### src/hw/rtl/htok_pkg.sv
// Shared types and codes for the HTTP request header tokenizer.
// Used by the front, queue, back, top level and checker files.
// No dependencies.
package htok_pkg;

	localparam int HTOK_QUEUE_DEPTH = 4;

	// result tags
	localparam logic [2:0] TAG_METHOD  = 3'd0;
	localparam logic [2:0] TAG_URI     = 3'd1;
	localparam logic [2:0] TAG_VERSION = 3'd2;
	localparam logic [2:0] TAG_NAME    = 3'd3;
	localparam logic [2:0] TAG_VALUE   = 3'd4;
	localparam logic [2:0] TAG_SEP     = 3'd5;
	localparam logic [2:0] TAG_DONE    = 3'd6;
	localparam logic [2:0] TAG_ERROR   = 3'd7;

	// error codes
	localparam logic [2:0] ERR_NONE     = 3'd0;
	localparam logic [2:0] ERR_NO_SPACE = 3'd1;
	localparam logic [2:0] ERR_NO_COLON = 3'd2;
	localparam logic [2:0] ERR_TOO_MANY = 3'd3;
	localparam logic [2:0] ERR_NUL      = 3'd4;

	// parse phases
	localparam logic [2:0] PH_METHOD  = 3'd0;
	localparam logic [2:0] PH_URI     = 3'd1;
	localparam logic [2:0] PH_VERSION = 3'd2;
	localparam logic [2:0] PH_NAME    = 3'd3;
	localparam logic [2:0] PH_SKIP    = 3'd4;
	localparam logic [2:0] PH_VALUE   = 3'd5;
	localparam logic [2:0] PH_ERROR   = 3'd6;

	localparam logic KIND_DATA    = 1'b0;
	localparam logic KIND_RESTART = 1'b1;

	localparam logic [7:0] CHAR_CR    = 8'h0d;
	localparam logic [7:0] CHAR_LF    = 8'h0a;
	localparam logic [7:0] CHAR_SPACE = 8'h20;
	localparam logic [7:0] CHAR_COLON = 8'h3a;
	localparam logic [7:0] CHAR_NUL   = 8'h00;

	localparam logic [7:0] MAX_HEADERS_RESET = 8'd100;

	typedef struct packed {
		logic       kind;
		logic [7:0] data_byte;
	} in_item_t;

	typedef struct packed {
		logic [2:0] tag;
		logic [7:0] out_byte;
		logic [7:0] header_number;
		logic [2:0] error_code;
		logic       last_of_run;
	} out_item_t;

	// all results caused by one input item
	typedef struct packed {
		logic      two;
		out_item_t r0;
		out_item_t r1;
	} pair_t;

endpackage

### src/hw/rtl/http_request_header_tokenizer.sv
// Top level of the HTTP request header tokenizer.
// Depends on htok_pkg, htok_front, htok_queue and htok_back.
//
// Usage:
//   Input channel: drive item and push; the item is taken at a clock edge
//   with push high and full low. kind = 1 abandons the request in progress.
//   Result channel: while empty is low the oldest result is on result; it
//   is taken at a clock edge with pop high. A byte gives zero, one or two
//   results; last_of_run marks the final one of a byte.
//   Config channel: cfg_data is written to max_headers when cfg_valid is
//   high; cfg_ready is always high. Write it only while the block is idle.
// Timing:
//   One byte is accepted per cycle while full is low. The edge taking a byte
//   writes its results to the queue as one pair; the output register loads it
//   once free, and its first result then shows on result. A byte with two
//   results takes two pops; a byte with none takes no queue slot.
//   The phase machine in the front part sets the one-byte-per-cycle rate.
// Reset and stall:
//   arst_n clears the parse state, the queue and the output register and
//   sets max_headers to 100. When pop stays low the queue fills (QUEUE_DEPTH
//   pairs) and full rises until results are taken.
module http_request_header_tokenizer
	import htok_pkg::*;
#(
	parameter int QUEUE_DEPTH = HTOK_QUEUE_DEPTH
) (
	input  logic       clk,
	input  logic       arst_n,
	input  in_item_t   item,
	input  logic       push,
	output logic       full,
	output out_item_t  result,
	output logic       empty,
	input  logic       pop,
	input  logic       cfg_valid,
	output logic       cfg_ready,
	input  logic [7:0] cfg_data
);

	logic  accept;
	logic  pair_valid;
	pair_t pair;
	logic  q_rd;
	pair_t q_data;
	logic  q_nonempty;

	assign cfg_ready = 1'b1;
	assign accept    = push && !full;

	htok_front u_front (
		.clk        (clk),
		.arst_n     (arst_n),
		.in_valid   (accept),
		.in_item    (item),
		.cfg_we     (cfg_valid && cfg_ready),
		.cfg_data   (cfg_data),
		.pair_valid (pair_valid),
		.pair       (pair)
	);

	htok_queue #(
		.DEPTH (QUEUE_DEPTH)
	) u_queue (
		.clk      (clk),
		.arst_n   (arst_n),
		.wr       (pair_valid),
		.wr_data  (pair),
		.full     (full),
		.rd       (q_rd),
		.rd_data  (q_data),
		.nonempty (q_nonempty)
	);

	htok_back u_back (
		.clk        (clk),
		.arst_n     (arst_n),
		.q_nonempty (q_nonempty),
		.q_data     (q_data),
		.q_rd       (q_rd),
		.empty      (empty),
		.pop        (pop),
		.result     (result)
	);

endmodule

### src/hw/rtl/htok_front.sv
// Front part: takes input items, runs the phase machine and builds the
// one or two results of a byte, if any, as a pair. Depends on htok_pkg.
module htok_front
	import htok_pkg::*;
(
	input  logic       clk,
	input  logic       arst_n,
	input  logic       in_valid,
	input  in_item_t   in_item,
	input  logic       cfg_we,
	input  logic [7:0] cfg_data,
	output logic       pair_valid,
	output pair_t      pair
);

	typedef struct packed {
		logic       emit;
		out_item_t  item;
		logic [2:0] ph;
		logic       lhc;
	} ct_t;

	logic [2:0] phase_q;
	logic       cr_q;
	logic [7:0] hc_q;
	logic       lhc_q;
	logic [7:0] max_q;

	function automatic out_item_t mk(input logic [2:0] tag, input logic [7:0] b,
		input logic [7:0] hn, input logic [2:0] err);
		out_item_t it;
		it.tag           = tag;
		it.out_byte      = b;
		it.header_number = hn;
		it.error_code    = err;
		it.last_of_run   = 1'b0;
		return it;
	endfunction

	// content byte of the current part; may turn into the too-many-headers error
	function automatic ct_t content(input logic [2:0] ph, input logic lhc,
		input logic [7:0] hc, input logic [7:0] mx, input logic [7:0] b);
		ct_t c;
		c.emit = 1'b1;
		c.ph   = ph;
		c.lhc  = lhc;
		c.item = mk(TAG_METHOD, b, hc, ERR_NONE);
		unique case (ph)
			PH_METHOD:  c.item.tag = TAG_METHOD;
			PH_URI:     c.item.tag = TAG_URI;
			PH_VERSION: c.item.tag = TAG_VERSION;
			PH_VALUE:   c.item.tag = TAG_VALUE;
			PH_NAME: begin
				if (!lhc && hc >= mx) begin
					c.item = mk(TAG_ERROR, 8'd0, hc, ERR_TOO_MANY);
					c.ph   = PH_ERROR;
				end else begin
					c.lhc      = 1'b1;
					c.item.tag = TAG_NAME;
				end
			end
			default: c.emit = 1'b0;
		endcase
		return c;
	endfunction

	logic [2:0] ph;
	logic       cr;
	logic [7:0] hc;
	logic       lhc;
	logic [1:0] n;
	out_item_t  r0, r1;
	logic       done;
	ct_t        c;
	logic [7:0] b;

	always_comb begin
		ph   = phase_q;
		cr   = cr_q;
		hc   = hc_q;
		lhc  = lhc_q;
		n    = 2'd0;
		r0   = mk(TAG_METHOD, 8'd0, 8'd0, ERR_NONE);
		r1   = r0;
		done = 1'b0;
		b    = in_item.data_byte;
		c    = content(phase_q, lhc_q, hc_q, max_q, CHAR_CR);
		if (in_item.kind == KIND_RESTART) begin
			ph  = PH_METHOD;
			cr  = 1'b0;
			hc  = 8'd0;
			lhc = 1'b0;
		end else if (phase_q != PH_ERROR) begin
			if (cr) begin
				cr = 1'b0;
				if (b == CHAR_LF) begin
					done = 1'b1;
					n    = 2'd1;
					unique case (ph)
						PH_METHOD, PH_URI: begin
							r0 = mk(TAG_ERROR, 8'd0, hc, ERR_NO_SPACE);
							ph = PH_ERROR;
						end
						PH_VERSION: begin
							r0  = mk(TAG_SEP, 8'd0, hc, ERR_NONE);
							ph  = PH_NAME;
							lhc = 1'b0;
						end
						PH_NAME: begin
							if (lhc) begin
								r0 = mk(TAG_ERROR, 8'd0, hc, ERR_NO_COLON);
								ph = PH_ERROR;
							end else begin
								r0  = mk(TAG_DONE, 8'd0, hc, ERR_NONE);
								ph  = PH_METHOD;
								hc  = 8'd0;
								lhc = 1'b0;
							end
						end
						PH_SKIP, PH_VALUE: begin
							r0 = mk(TAG_SEP, 8'd0, hc, ERR_NONE);
							if (hc != 8'hff)
								hc = hc + 8'd1;
							ph  = PH_NAME;
							lhc = 1'b0;
						end
						default: n = 2'd0;
					endcase
				end else begin
					// flush the held CR as content first
					c   = content(ph, lhc, hc, max_q, CHAR_CR);
					ph  = c.ph;
					lhc = c.lhc;
					if (c.emit) begin
						r0 = c.item;
						n  = 2'd1;
					end
					if (ph == PH_ERROR)
						done = 1'b1;
				end
			end
			if (!done) begin
				c = content(ph, lhc, hc, max_q, b);
				if (b == CHAR_NUL) begin
					c.emit = 1'b1;
					c.item = mk(TAG_ERROR, 8'd0, hc, ERR_NUL);
					c.ph   = PH_ERROR;
					c.lhc  = lhc;
				end else if (b == CHAR_CR) begin
					c.emit = 1'b0;
					c.ph   = (ph == PH_SKIP) ? PH_VALUE : ph;
					c.lhc  = lhc;
					cr     = 1'b1;
				end else begin
					priority if ((ph == PH_METHOD || ph == PH_URI) && b == CHAR_SPACE) begin
						c.item = mk(TAG_SEP, 8'd0, hc, ERR_NONE);
						c.ph   = ph + 3'd1;
						c.lhc  = lhc;
					end else if (ph == PH_NAME && b == CHAR_COLON) begin
						c.item = mk(TAG_SEP, 8'd0, hc, ERR_NONE);
						c.ph   = PH_SKIP;
						c.lhc  = 1'b1;
					end else if (ph == PH_SKIP) begin
						// drop the byte after the colon
						c.emit = 1'b0;
						c.ph   = PH_VALUE;
						c.lhc  = lhc;
					end else begin
						c.lhc = c.lhc;
					end
				end
				ph  = c.ph;
				lhc = c.lhc;
				if (c.emit) begin
					if (n == 2'd0) begin
						r0 = c.item;
						n  = 2'd1;
					end else begin
						r1 = c.item;
						n  = 2'd2;
					end
				end
			end
		end
		r0.last_of_run = (n == 2'd1);
		r1.last_of_run = 1'b1;
	end

	assign pair_valid = in_valid && (n != 2'd0);
	assign pair.two   = (n == 2'd2);
	assign pair.r0    = r0;
	assign pair.r1    = r1;

	always_ff @(posedge clk or negedge arst_n) begin
		if (!arst_n) begin
			phase_q <= PH_METHOD;
			cr_q    <= 1'b0;
			hc_q    <= 8'd0;
			lhc_q   <= 1'b0;
			max_q   <= MAX_HEADERS_RESET;
		end else begin
			if (in_valid) begin
				phase_q <= ph;
				cr_q    <= cr;
				hc_q    <= hc;
				lhc_q   <= lhc;
			end
			if (cfg_we)
				max_q <= cfg_data;
		end
	end

endmodule

### src/hw/rtl/htok_queue.sv
// Short queue of result pairs between the front and back parts.
// Depends on htok_pkg.
module htok_queue
	import htok_pkg::*;
#(
	parameter int DEPTH = HTOK_QUEUE_DEPTH
) (
	input  logic  clk,
	input  logic  arst_n,
	input  logic  wr,
	input  pair_t wr_data,
	output logic  full,
	input  logic  rd,
	output pair_t rd_data,
	output logic  nonempty
);

	localparam int AW = (DEPTH > 1) ? $clog2(DEPTH) : 1;
	localparam int CW = $clog2(DEPTH + 1);

	pair_t         mem_q [DEPTH];
	logic [AW-1:0] wp_q, rp_q;
	logic [CW-1:0] cnt_q;

	function automatic logic [AW-1:0] nxt(input logic [AW-1:0] p);
		return (p == AW'(DEPTH - 1)) ? '0 : p + AW'(1);
	endfunction

	assign full     = (cnt_q == CW'(DEPTH));
	assign nonempty = (cnt_q != '0);
	assign rd_data  = mem_q[rp_q];

	always_ff @(posedge clk) begin
		if (wr)
			mem_q[wp_q] <= wr_data;
	end

	always_ff @(posedge clk or negedge arst_n) begin
		if (!arst_n) begin
			wp_q  <= '0;
			rp_q  <= '0;
			cnt_q <= '0;
		end else begin
			if (wr)
				wp_q <= nxt(wp_q);
			if (rd)
				rp_q <= nxt(rp_q);
			if (wr && !rd)
				cnt_q <= cnt_q + CW'(1);
			else if (rd && !wr)
				cnt_q <= cnt_q - CW'(1);
		end
	end

endmodule

### src/hw/rtl/htok_back.sv
// Back part: output register that hands out the results of each pair
// one at a time. Depends on htok_pkg.
module htok_back
	import htok_pkg::*;
(
	input  logic      clk,
	input  logic      arst_n,
	input  logic      q_nonempty,
	input  pair_t     q_data,
	output logic      q_rd,
	output logic      empty,
	input  logic      pop,
	output out_item_t result
);

	pair_t pair_q;
	logic  valid_q;
	logic  sel_q;
	logic  take;
	logic  retire;

	assign retire = pop && valid_q && (sel_q || !pair_q.two);
	assign take   = q_nonempty && (!valid_q || retire);
	assign q_rd   = take;
	assign empty  = !valid_q;
	assign result = sel_q ? pair_q.r1 : pair_q.r0;

	always_ff @(posedge clk) begin
		if (take)
			pair_q <= q_data;
	end

	always_ff @(posedge clk or negedge arst_n) begin
		if (!arst_n) begin
			valid_q <= 1'b0;
			sel_q   <= 1'b0;
		end else begin
			if (take) begin
				valid_q <= 1'b1;
				sel_q   <= 1'b0;
			end else if (retire) begin
				valid_q <= 1'b0;
				sel_q   <= 1'b0;
			end else if (pop && valid_q) begin
				// advance to the second result of the pair
				sel_q <= 1'b1;
			end
		end
	end

endmodule

### config.mk
export PLATFORM = sky130hd
export DESIGN_NAME = http_request_header_tokenizer
export DESIGN_NICKNAME = d
export VERILOG_FILES = /design/src/hw/rtl/htok_pkg.sv /design/src/hw/rtl/http_request_header_tokenizer.sv /design/src/hw/rtl/htok_front.sv /design/src/hw/rtl/htok_queue.sv /design/src/hw/rtl/htok_back.sv
export SDC_FILE = /design/constraint.sdc
export NUM_CORES = 1
export LEC_CHECK = 0
export ABC_AREA = 1
export BUFFER_PORTS_ARGS = -buffer_cell sky130_fd_sc_hd__buf_2
export CAP_MARGIN = 20
export CORE_MARGIN = 5
export CORE_UTILIZATION = 25
export DETAILED_ROUTE_END_ITERATION = 8
export GPL_TIMING_DRIVEN = 1
export HOLD_SLACK_MARGIN = 0.05
export PLACE_DENSITY = 0.5
export REMOVE_ABC_BUFFERS = 1
export SLEW_MARGIN = 15
export SYNTH_ARGS = -nofsm -noshare
export SYNTH_HDL_FRONTEND = slang
export SYNTH_SLANG_ARGS = --single-unit
export TNS_END_PERCENT = 20
### constraint.sdc
create_clock -name clk -period 5.9 [get_ports clk]
set_input_delay 0.885 -clock clk [delete_from_list [all_inputs] [get_ports clk]]
set_output_delay 0.885 -clock clk [all_outputs]
set_load 0.01 [all_outputs]
==> impl_metrics.py <==
metrics = {
    "outcome": {
        "outcome": "completed",
    },
    "final_layout": {
        "seqCellArea_mm2": 0.00751,
        "multi_input_area_mm2": 0.00346,
        "area_delta_synth_final_pct": 17.0,
        "nets": 1142,
        "layout.cells.most_common_list": "edfxtp_1 (225), nand2_1 (170), nor2_1 (138)",
        "layout_commonest_cell": "edfxtp_1",
        "drive_above_1_share": 0.142,
        "postLayoutCellArea_mm2": 0.0134,
        "fillCellCount": 4656,
    },
    "detailed_routing": {
        "drtIter0Drc": 556,
        "routed_wl_mm": 29.6,
        "num_vias": 7769,
        "wl_per_cell_um": 17.2,
        "ant_nets": 0,
        "post-route-drc-count": 0,
        "viasPerCell": 4.53,
        "dr.pass1.iters": 5,
    },
    "die": {
        "num_rows": 78,
        "die_area_mm2": 0.0503,
        "core-area_mm2": 0.0454,
        "num_io_pins": 48,
        "die_w_um": 224,
        "initial_utilization": 0.253,
        "fp.dieH_um": 224,
    },
    "timing": {
        "setup_tns_ps": 0,
        "timing.final.crit_share": 0.777,
        "tightest_slew_ps": 1030,
        "slew_headroom": 0.311,
        "rsz0062_at_grt": "false",
        "setup_viol_count_final": 0,
        "fin_crit_ps": 4580,
        "max_clock_freq_mhz": 218,
        "slew_viol_final": 0,
        "hold_viol": 0,
        "skew_ps": 16.8,
    },
    "worst_setup_path": {
        "crit_type": "register to register",
        "critPathCaptureType": "register",
        "cp-start-kind": "register",
        "cp.required_ps": 6250,
        "cp_max_fo": 13,
        "arrival_ps": 4930,
    },
    "global_routing": {
        "grtUsageTotal": 0.115,
        "overflow": 0,
        "grt_max_degree": 94,
        "antenna_found_initial": 1,
        "grt_pass1_vias": 7693,
        "grt_pass1_wl_mm": 45.9,
    },
    "synth": {
        "synthFlopType": "edfxtp_1",
        "synth-edff-count": 225,
        "synthArstFlopShare": 0.118,
        "yosysSeqAreaShare": 0.654,
        "syn-cell-area_mm2": 0.0115,
        "ys_ff_latch": 255,
        "synth_area_per_cell_um2": 11.0,
        "synthCells": 1044,
        "yosysWarningCount": 0,
        "ys_types": 52,
    },
    "place": {
        "routabilityCongestion": 0.908,
        "dpl_cell_area_mm2": 0.0124,
        "port_buffers": 46,
        "place_hpwl_mm": 17.9,
    },
    "clock_tree": {
        "clk_pin_slew_ps": 60,
        "cts.sinks": 255,
        "clock_latency_ps": 560,
        "post_cts_buffers": 0,
        "cts.path.max_buffers": 3,
        "cts_root_buffer": "clkbuf_16",
        "cts.htree.levels": 1,
        "cts.repair.resized": 0,
        "cts_tree": "built",
        "postCtsHoldBufs": 0,
        "cts_buffers": 29,
    },
    "run": {
        "maxCapViolations": 0,
    },
    "power_and_ir_drop": {
        "power_per_cell_area_mw_per_mm2": 441,
        "leakage_nw": 5.14,
        "ir_drop_uv": 225,
    },
    "hold_path": {
        "worstHoldPathType": "input pin to asynchronous set/reset pin",
    },
}
==> cells in the mapped netlist (4+ instances only) <==
cell,number,share of area
a21oi_1,22,0.0096
clkbuf_1,35,0.011
dfrtp_1,27,0.059
edfxtp_1,225,0.59
ha_1,27,0.029
inv_1,86,0.028
inv_2,6,0.0020
nand2_1,170,0.056
nand2_2,8,0.0044
nand2_4,5,0.0049
nand3_1,25,0.011
nand4_1,7,0.0038
nor2_1,143,0.047
nor2_4,4,0.0039
nor3_1,12,0.0052
o211ai_1,4,0.0026
o21a_1,4,0.0026
o21ai_0,131,0.057
o21ai_2,5,0.0038
o22ai_1,53,0.029
==> routing by layer <==
layer  up-vias  track usage  part of all wire
met5         -            0                 0
met4         0       0.0173             0.012
met3        27       0.0202             0.050
met2       162        0.191              0.47
met1      3820        0.163              0.47
li1       3760            -                 -
==> worst max-delay path: stages, from the launching register on <==
cell,delay [ps]
dfrtp_1,460
ha_1,180
inv_1,50
nor3_1,270
inv_1,80
nor2_1,170
nand2_1,90
nor2_1,150
inv_1,120
nand2_1,110
nor2_1,70
nand2_1,100
o21ai_0,130
o21a_1,180
ha_1,310
nand2_1,70
o21ai_0,170
nand2_1,70
nand4_1,110
nand4_1,690
nor3_1,400
nand2_1,100
a21oi_1,290
==> state kept, by name, summed over array words and instances, names as in the netlist <==
| register | flops |
|---|---|
| u_front.max_q | 8 |
| u_front.hc_q | 8 |
| u_queue.mem_q | 180 |
| u_queue.cnt_q | 3 |
| u_back.sel_q | 1 |
| u_back.pair_q | 45 |
| u_queue.wp_q | 2 |
| u_queue.rp_q | 2 |
| u_back.valid_q | 1 |
| u_front.lhc_q | 1 |
| u_front.phase_q | 3 |
| u_front.cr_q | 1 |
==> worst paths after layout <==
path / slack [ps] / from / end / cells past startpoint
max in group asynchronous: 4920 / arst_n / u_queue.rp_q[0] / 1
max reg2reg: 1320 / u_front.hc_q[1] / u_queue.mem_q[1][24] / 22
min in group clk: 540 / cfg_data[3] / u_front.max_q[3] / 3
min reg2reg: 540 / u_queue.cnt_q[0] / u_queue.cnt_q[0] / 1
max: 1320 / u_front.hc_q[1] / u_queue.mem_q[1][24] / 22
min: 410 / arst_n / u_front.max_q[3] / 1
==> layout make-up <==
class                      instances  share of cell area
sequential                       255               0.559
multi-input combinational        652               0.258
clock buffer                      37              0.0578
tap                              600              0.0559
inverter                          96              0.0279
timing repair buffer              58              0.0257
clock inverter                    17              0.0153
antenna                            1            0.000186
==> report_power, final <==
part           internal (W)  switching (W)  total, W
combinational      0.000462        0.00112   0.00159
sequential          0.00240      0.0000905   0.00249
clock               0.00111       0.000736   0.00184
total               0.00397        0.00195   0.00592
==> metrics by stage <==
| stage | utilization | hold slack [ps] | setup WS (ps) | cells | total power, W |
|---|---|---|---|---|---|
| 5_1_grt | 0.296 | 465 | 907 | 1715 | 0.00630 |
| 3_5_place_dp | 0.274 | 538 | 999 | 1661 | 0.00417 |
| 3_3_place_gp | 0.274 | 524 | 1090 | 1661 | 0.00414 |
| 2_1_floorplan | - | 466 | 878 | 1003 | 0.00347 |
| 6_report | 0.296 | 414 | 1320 | 1716 | 0.00592 |
| 4_1_cts | 0.296 | 416 | 1410 | 1715 | 0.00603 |
==> cell families after synthesis <==
family	count (synthesis)	synth area share
simple gates	388	0.148
flops	255	0.654
compound gates	231	0.116
buf+inv	137	0.0475
fa+ha+maj	28	0.0312
xor+xnor	2	0.00153
mux	2	0.00196
other cells	1	0.000327
Note: power is estimated with default switching activity, not from simulation.
